[src/rtl/ccnb_pkg.sv]
// Shared types and constants for the binary-XML integer element encoder.
`default_nettype none

package ccnb_pkg;

	// Marker bit that ends a header
	localparam logic [7:0] HDR_MARK = 8'h80;

	// Default type code of the blob header
	localparam logic [2:0] BLOB_TYPE_DEF = 3'd5;

	// Largest payload length in bytes
	localparam logic [2:0] MAX_BYTES = 3'd4;

	// Input word: one element to encode
	typedef struct packed {
		logic [31:0] tag_number;
		logic [2:0]  type_code;
		logic [31:0] value;
		logic [2:0]  byte_count;
	} in_word_t;

	// Output word: one byte of the element
	typedef struct packed {
		logic [7:0] out_byte;
		logic       last;
	} out_word_t;

	// Serializer phases
	typedef enum logic [2:0] {
		ST_IDLE,
		ST_TAG_GRP,
		ST_TAG_END,
		ST_BLOB_HDR,
		ST_PAYLOAD,
		ST_TERM
	} state_t;

	// Load values prepared from an input word
	typedef struct packed {
		logic [27:0] tag_sr;
		logic [2:0]  groups;
		logic [7:0]  tag_hdr;
		logic [31:0] val_sr;
		logic [2:0]  cnt;
	} prep_t;

endpackage

`default_nettype wire

[src/rtl/ccnb_prep.sv]
// Load-time preparation: tag group count, aligned shift words and payload length.
`default_nettype none

module ccnb_prep (
	input  var ccnb_pkg::in_word_t word,
	output var ccnb_pkg::prep_t    prep
);

	logic [27:0] tag_rest;
	logic [2:0]  groups;
	logic [2:0]  cnt;
	logic [27:0] tag_sr;
	logic [31:0] val_sr;
	logic [7:0]  tag_hdr;

	assign tag_rest = word.tag_number[31:4];

	// Count the 7-bit groups needed for the upper tag bits
	always_comb begin
		if (|tag_rest[27:21]) begin
			groups = 3'd4;
		end else if (|tag_rest[20:14]) begin
			groups = 3'd3;
		end else if (|tag_rest[13:7]) begin
			groups = 3'd2;
		end else if (|tag_rest[6:0]) begin
			groups = 3'd1;
		end else begin
			groups = 3'd0;
		end
	end

	// Align the first group to the top of the tag shift word
	always_comb begin
		case (groups)
			3'd4:    tag_sr = tag_rest;
			3'd3:    tag_sr = {tag_rest[20:0], 7'd0};
			3'd2:    tag_sr = {tag_rest[13:0], 14'd0};
			3'd1:    tag_sr = {tag_rest[6:0], 21'd0};
			default: tag_sr = '0;
		endcase
	end

	// Saturate the byte count, or pick the shortest length that holds the value
	always_comb begin
		if (word.byte_count > ccnb_pkg::MAX_BYTES) begin
			cnt = ccnb_pkg::MAX_BYTES;
		end else if (word.byte_count != 3'd0) begin
			cnt = word.byte_count;
		end else if (|word.value[31:24]) begin
			cnt = 3'd4;
		end else if (|word.value[23:16]) begin
			cnt = 3'd3;
		end else if (|word.value[15:8]) begin
			cnt = 3'd2;
		end else begin
			cnt = 3'd1;
		end
	end

	// Align the first payload byte to the top of the value shift word
	always_comb begin
		case (cnt)
			3'd1:    val_sr = {word.value[7:0], 24'd0};
			3'd2:    val_sr = {word.value[15:0], 16'd0};
			3'd3:    val_sr = {word.value[23:0], 8'd0};
			default: val_sr = word.value;
		endcase
	end

	assign tag_hdr = ccnb_pkg::HDR_MARK | {1'b0, word.tag_number[3:0], word.type_code};

	assign prep = '{tag_sr: tag_sr, groups: groups, tag_hdr: tag_hdr,
	                val_sr: val_sr, cnt: cnt};

endmodule

`default_nettype wire

[src/rtl/ccnb_binary_int_encoder_unit.sv]
// Top level of the binary-XML integer element encoder: sequencer, shift registers, output register.
// Each accepted word becomes one element sent as one byte per output word: the tag groups, the
// tag header byte, the blob header byte, the payload bytes most significant first, and a
// terminating zero byte flagged by last. An element is 4 to 11 bytes long; the single output
// byte register moves one byte per cycle when the output side does not stall, and the tag and
// value shift registers step one 7-bit group or one byte per tag group or payload byte sent.
// The next input word is taken in the cycle the terminating byte is loaded, so elements follow
// each other without a gap. BLOB_TYPE sets the type code of the blob header.
`default_nettype none

module ccnb_binary_int_encoder_unit #(
	parameter logic [2:0] BLOB_TYPE = ccnb_pkg::BLOB_TYPE_DEF
) (
	input  var logic                 clk,
	input  var logic                 arst_n,
	input  var logic                 src_valid,
	output var logic                 src_stall,
	input  var ccnb_pkg::in_word_t   src_data,
	output var logic                 enc_valid,
	input  var logic                 enc_stall,
	output var ccnb_pkg::out_word_t  enc_data
);

	ccnb_pkg::state_t    state_q;
	ccnb_pkg::state_t    state_nxt;
	ccnb_pkg::prep_t     prep;
	ccnb_pkg::out_word_t byte_nxt;

	logic [27:0] tag_sr_q;
	logic [2:0]  grp_q;
	logic [7:0]  tag_hdr_q;
	logic [31:0] val_sr_q;
	logic [2:0]  cnt_q;
	logic        out_valid_q;
	ccnb_pkg::out_word_t out_q;

	logic adv;
	logic emit;
	logic accept;

	ccnb_prep u_prep (
		.word (src_data),
		.prep (prep)
	);

	// Output register can take a new byte when empty or being drained
	assign adv    = !out_valid_q || !enc_stall;
	assign accept = src_valid && !src_stall;

	// Next state
	always_comb begin
		state_nxt = state_q;
		case (state_q)
			ccnb_pkg::ST_IDLE: begin
				if (accept) begin
					state_nxt = (prep.groups != 3'd0) ? ccnb_pkg::ST_TAG_GRP
					                                  : ccnb_pkg::ST_TAG_END;
				end
			end
			ccnb_pkg::ST_TAG_GRP: begin
				if (adv && grp_q == 3'd1) begin
					state_nxt = ccnb_pkg::ST_TAG_END;
				end
			end
			ccnb_pkg::ST_TAG_END: begin
				if (adv) begin
					state_nxt = ccnb_pkg::ST_BLOB_HDR;
				end
			end
			ccnb_pkg::ST_BLOB_HDR: begin
				if (adv) begin
					state_nxt = ccnb_pkg::ST_PAYLOAD;
				end
			end
			ccnb_pkg::ST_PAYLOAD: begin
				if (adv && cnt_q == 3'd1) begin
					state_nxt = ccnb_pkg::ST_TERM;
				end
			end
			ccnb_pkg::ST_TERM: begin
				if (adv) begin
					if (accept) begin
						state_nxt = (prep.groups != 3'd0) ? ccnb_pkg::ST_TAG_GRP
						                                  : ccnb_pkg::ST_TAG_END;
					end else begin
						state_nxt = ccnb_pkg::ST_IDLE;
					end
				end
			end
			default: state_nxt = ccnb_pkg::ST_IDLE;
		endcase
	end

	// Outputs of the sequencer: byte to send and input stall
	always_comb begin
		emit      = 1'b0;
		src_stall = 1'b1;
		byte_nxt  = '0;
		case (state_q)
			ccnb_pkg::ST_IDLE: begin
				src_stall = 1'b0;
			end
			ccnb_pkg::ST_TAG_GRP: begin
				emit              = adv;
				byte_nxt.out_byte = {1'b0, tag_sr_q[27:21]};
			end
			ccnb_pkg::ST_TAG_END: begin
				emit              = adv;
				byte_nxt.out_byte = tag_hdr_q;
			end
			ccnb_pkg::ST_BLOB_HDR: begin
				emit              = adv;
				byte_nxt.out_byte = ccnb_pkg::HDR_MARK | {2'b00, cnt_q, BLOB_TYPE};
			end
			ccnb_pkg::ST_PAYLOAD: begin
				emit              = adv;
				byte_nxt.out_byte = val_sr_q[31:24];
			end
			ccnb_pkg::ST_TERM: begin
				emit          = adv;
				src_stall     = !adv;
				byte_nxt.last = 1'b1;
			end
			default: begin
				emit = 1'b0;
			end
		endcase
	end

	// Advance the sequencer
	always_ff @(posedge clk or negedge arst_n) begin
		if (!arst_n) begin
			state_q <= ccnb_pkg::ST_IDLE;
		end else begin
			state_q <= state_nxt;
		end
	end

	// Load the shift registers on accept, step them on each tag group or payload byte sent
	always_ff @(posedge clk or negedge arst_n) begin
		if (!arst_n) begin
			grp_q <= '0;
			cnt_q <= '0;
		end else if (accept) begin
			grp_q <= prep.groups;
			cnt_q <= prep.cnt;
		end else if (emit && state_q == ccnb_pkg::ST_TAG_GRP) begin
			grp_q <= grp_q - 3'd1;
		end else if (emit && state_q == ccnb_pkg::ST_PAYLOAD) begin
			cnt_q <= cnt_q - 3'd1;
		end
	end

	always_ff @(posedge clk) begin
		if (accept) begin
			tag_sr_q  <= prep.tag_sr;
			tag_hdr_q <= prep.tag_hdr;
			val_sr_q  <= prep.val_sr;
		end else if (emit && state_q == ccnb_pkg::ST_TAG_GRP) begin
			tag_sr_q <= {tag_sr_q[20:0], 7'd0};
		end else if (emit && state_q == ccnb_pkg::ST_PAYLOAD) begin
			val_sr_q <= {val_sr_q[23:0], 8'd0};
		end
	end

	// Output register: fill when a byte is sent, drop valid when drained with nothing new
	always_ff @(posedge clk or negedge arst_n) begin
		if (!arst_n) begin
			out_valid_q <= 1'b0;
		end else if (adv) begin
			out_valid_q <= emit;
		end
	end

	always_ff @(posedge clk) begin
		if (emit) begin
			out_q <= byte_nxt;
		end
	end

	assign enc_valid = out_valid_q;
	assign enc_data  = out_q;

	// Tag group phase always has a group left to send
	a_grp_left: assert property (@(posedge clk) disable iff (!arst_n)
		state_q == ccnb_pkg::ST_TAG_GRP |-> grp_q != 3'd0)
		else $error("tag group phase with no group left");

	// Payload phase always has one to four bytes left
	a_cnt_range: assert property (@(posedge clk) disable iff (!arst_n)
		state_q == ccnb_pkg::ST_PAYLOAD |-> (cnt_q != 3'd0 && cnt_q <= ccnb_pkg::MAX_BYTES))
		else $error("payload count out of range");

	// Leaving the terminator phase shows a flagged byte next
	a_term_last: assert property (@(posedge clk) disable iff (!arst_n)
		(state_q == ccnb_pkg::ST_TERM && adv) |=> (enc_valid && enc_data.last))
		else $error("terminator byte not flagged");

	// A flagged byte is always zero
	a_last_zero: assert property (@(posedge clk) disable iff (!arst_n)
		(enc_valid && enc_data.last) |-> enc_data.out_byte == 8'd0)
		else $error("flagged byte not zero");

	// Input is taken only when the sequencer is free or finishing
	a_accept_phase: assert property (@(posedge clk) disable iff (!arst_n)
		accept |-> (state_q == ccnb_pkg::ST_IDLE || state_q == ccnb_pkg::ST_TERM))
		else $error("input taken mid element");

endmodule

`default_nettype wire

[config.mk]
export PLATFORM = sky130hd
export DESIGN_NAME = ccnb_binary_int_encoder_unit
export DESIGN_NICKNAME = d
export VERILOG_FILES = /design/src/rtl/ccnb_pkg.sv /design/src/rtl/ccnb_prep.sv /design/src/rtl/ccnb_binary_int_encoder_unit.sv
export SDC_FILE = /design/constraint.sdc
export NUM_CORES = 1
export LEC_CHECK = 0
export CORE_ASPECT_RATIO = 0.7
export CORE_MARGIN = 4
export CORE_UTILIZATION = 30
export CTS_BUF_LIST = sky130_fd_sc_hd__clkbuf_4
export CTS_CLUSTER_DIAMETER = 40
export DETAILED_ROUTE_END_ITERATION = 8
export DONT_BUFFER_PORTS = 1
export HOLD_SLACK_MARGIN = 0.1
export MAX_ROUTING_LAYER = met4
export PLACE_DENSITY = 0.41
export SYNTH_ARGS = -nofsm -noshare
export SYNTH_HDL_FRONTEND = slang
export SYNTH_HIERARCHICAL = 1
export SYNTH_SLANG_ARGS = --single-unit
[constraint.sdc]
create_clock -name clk -period 2.86 [get_ports clk]
set_input_delay 0.286 -clock clk [delete_from_list [all_inputs] [get_ports clk]]
set_output_delay 0.286 -clock clk [all_outputs]
set_load 0.01 [all_outputs]
==> run metrics <==
static leakage 0.00223 uW; post-DP HPWL 9800 um; nets 533; Syn Area/Cell 12.0 um^2; die span in y 120 um; Cell Rows 40; register area share after synthesis 0.480; Internal Power approximately 3500 uW; slew of the pin with the lowest slew margin about 0.67 ns; syn nets about 520; vias in the first global route 3,485; GRT overflow 0; sequential share of power 0.470; Comb power frac 0.395; Die Area 20,000 um^2; Crit. End Element flop; filler cell count 1,775; Primary FF master, synth edfxtp_1; Yosys cell types 58; VDD IR max between 300 and 400 uV; first-pass GRT wire length between 20,000 and 25,000 um; DRT Pass-1 Iters 6; sequential cell area 2560 um^2; clk slew on worst S/H paths 0.14 ns; Worst Setup Start Kind flop; EDFF count, synth 77; # IOs 85; final count of hold timing violations 0; CTS Sinks 87; core area 17,300 um^2; synthesis-stage register bit count 87; Port Buffer Count 0; Multi-input gate area 2490 um^2; pins over their slew limit 0; initial drt markers 391; vias per cell roughly 5.2; GPL Wtd Cong 0.894; RSZ-0062 raised after global routing no; die width 167 um; Setup-failing EPs final 0; Area Overhead vs Synth 8.89%; PD cells approximately 910 nW/um^2; initial antenna violation count 1; area share of the largest cell type after synthesis 0.433; Final Power 5270 uW; vias post-DR around 3,600; leading area contributor after synthesis edfxtp_1; Period minus WS final ~2.2 ns; H-tree depth 3; Commonest cells post-synth edfxtp_1, mux2_4, nand2_1, and2_1, a21oi_1; setup TNS 0 ns; Sw Share 0.331; Hold Crit Class in -> reg; Warnings, synthesis 6; clock latency on the worst-skew pair 0.44 ns; GRT Util Overall 0.138; fraction of registers with async set or reset after synthesis 0.115; synthesized area roughly 5300 um^2; CTS resizes 0; Crit Path Max Fanout 28; Post-route DRC 0; Rel. slew slack 0.548; Post-Syn Instances 444; Routed Wire Length 13,500 um; highest clock rate 460 MHz; Net Switching 1740 uW; part of the power in the clock network 0.135; CTS Buf Count 9; WP data arrival 2.27 ns; worst-case clock buffer depth 2; wire length per cell 19.5 um; Starting Density 0.308; Critical Setup Path Class reg -> reg; Routed Antenna Nets 0; most frequent cell after synthesis edfxtp_1; Synth area leaders edfxtp_1, mux2_4, dfrtp_1, and2_1, a22o_1; Clock Skew 0.0226 ns; share of layout cells above drive strength 1 0.215; max cap viols 0; Final period util 0.760; CTS Root Buffer Type clkbuf_4; largest net degree at the start of global routing 34; WP data required between 2 and 3 ns; TritonCTS clock tree done; outcome finished clean
state kept, by name, indices dropped and copies added, names as in the netlist:
name and flops:
tag_sr_q 28, state_q 3, grp_q 3, tag_hdr_q 8, val_sr_q 32, enc_data 9
enc_valid 1, cnt_q 3
worst paths after layout:
check	start	to	slack, ns	cells past startpoint
max	state_q[0]	tag_sr_q[17]	0.69	6
min	src_data[10]	val_sr_q[7]	0.14	2
max reg2reg	state_q[0]	tag_sr_q[17]	0.69	6
min reg2reg	grp_q[1]	grp_q[1]	0.54	1
max in group asynchronous	arst_n	grp_q[1]	2.19	1
min in group asynchronous	arst_n	cnt_q[0]	0.27	1
logic make-up (layout without fill, tap and decap cells):
| kind of cell | after synthesis | count (layout) | share of synthesized area |
|---|---|---|---|
| and+or+nand+nor | 136 | 136 | 0.139 |
| AOI/OAI and AO/OA | 109 | 109 | 0.159 |
| DFF | 87 | 87 | 0.480 |
| muxes | 55 | 55 | 0.152 |
| buffers and inverters | 48 | 64 | 0.0530 |
| adders and majority gates | 4 | 4 | 0.00938 |
| xor gates and xnor gates | 4 | 4 | 0.00656 |
| other | 1 | 2 | 0.000703 |
layout by cell type, fill, tap and decap left out, drive strengths merged, types with 5 or more instances in the layout:
| master | n |
|---|---|
| mux2 | 50 |
| nand2b | 5 |
| edfxtp | 77 |
| nor4 | 5 |
| inv | 18 |
| dlygate4sd3 | 16 |
| and2 | 32 |
| buf | 13 |
| a22o | 16 |
| a32oi | 9 |
| clkbuf | 12 |
| nor2 | 25 |
| nand3 | 8 |
| a21oi | 28 |
| o21ai | 15 |
| a222oi | 7 |
| nor3 | 5 |
| nand2 | 37 |
| or4 | 7 |
| dfrtp | 10 |
| mux2i | 5 |
| a22oi | 5 |
| a31oi | 6 |
| a221oi | 7 |
cell type report:
type,count,share of cell area
Timing Repair Buffer,29,0.0444
Clock inverter,4,0.00797
Multi-Input combinational cell,309,0.429
Inverter,19,0.0123
Tap cell,231,0.0497
Clock buffer,12,0.0155
Antenna cell,1,0.000431
Sequential cell,87,0.441
through the flow:
stage	hold slack, ns	utilization	instance area, um^2	instances	setup WS [ns]
floorplan	-0.00959	-	5340	444	0.396
global placement	-0.00906	0.318	5510	659	0.387
detailed placement	-0.00896	0.318	5510	659	0.367
CTS	0.100	0.334	5780	688	0.690
global route	0.102	0.336	5810	692	0.476
finish	0.138	0.336	5810	692	0.687
power groups by stage:
stage	clock network (uW)	registers (uW)	logic, uW
2_1_floorplan	0	2400	1720
3_3_place_gp	0	2510	2080
3_5_place_dp	0	2520	2080
4_1_cts	743	2490	2110
5_1_grt	799	2540	2280
6_report	711	2470	2080
timing repair:
action / CTS / global route
hold buffers: 13 / 3
endpoints found under the hold margin: 22 / 3
buffers inserted: 0 / 0
per-layer routing:
metal / vias to the layer above / GRT usage / wire length [um]
li1: 1709 / - / -
met5: - / - / 0
met1: 1748 / 0.205 / 6840
met2: 145 / 0.188 / 5660
met3: 4 / 0.0385 / 901
met4: 0 / 0.0243 / 84
critical path, stage by stage (launching register included):
cell	delay (ns)
dfrtp_1	0.54
buf_4	0.25
nand2b_1	0.11
nor3_1	0.39
a31oi_1	0.12
inv_1	0.07
buf_4	0.34
Note: power is estimated with default switching activity, not from simulation.
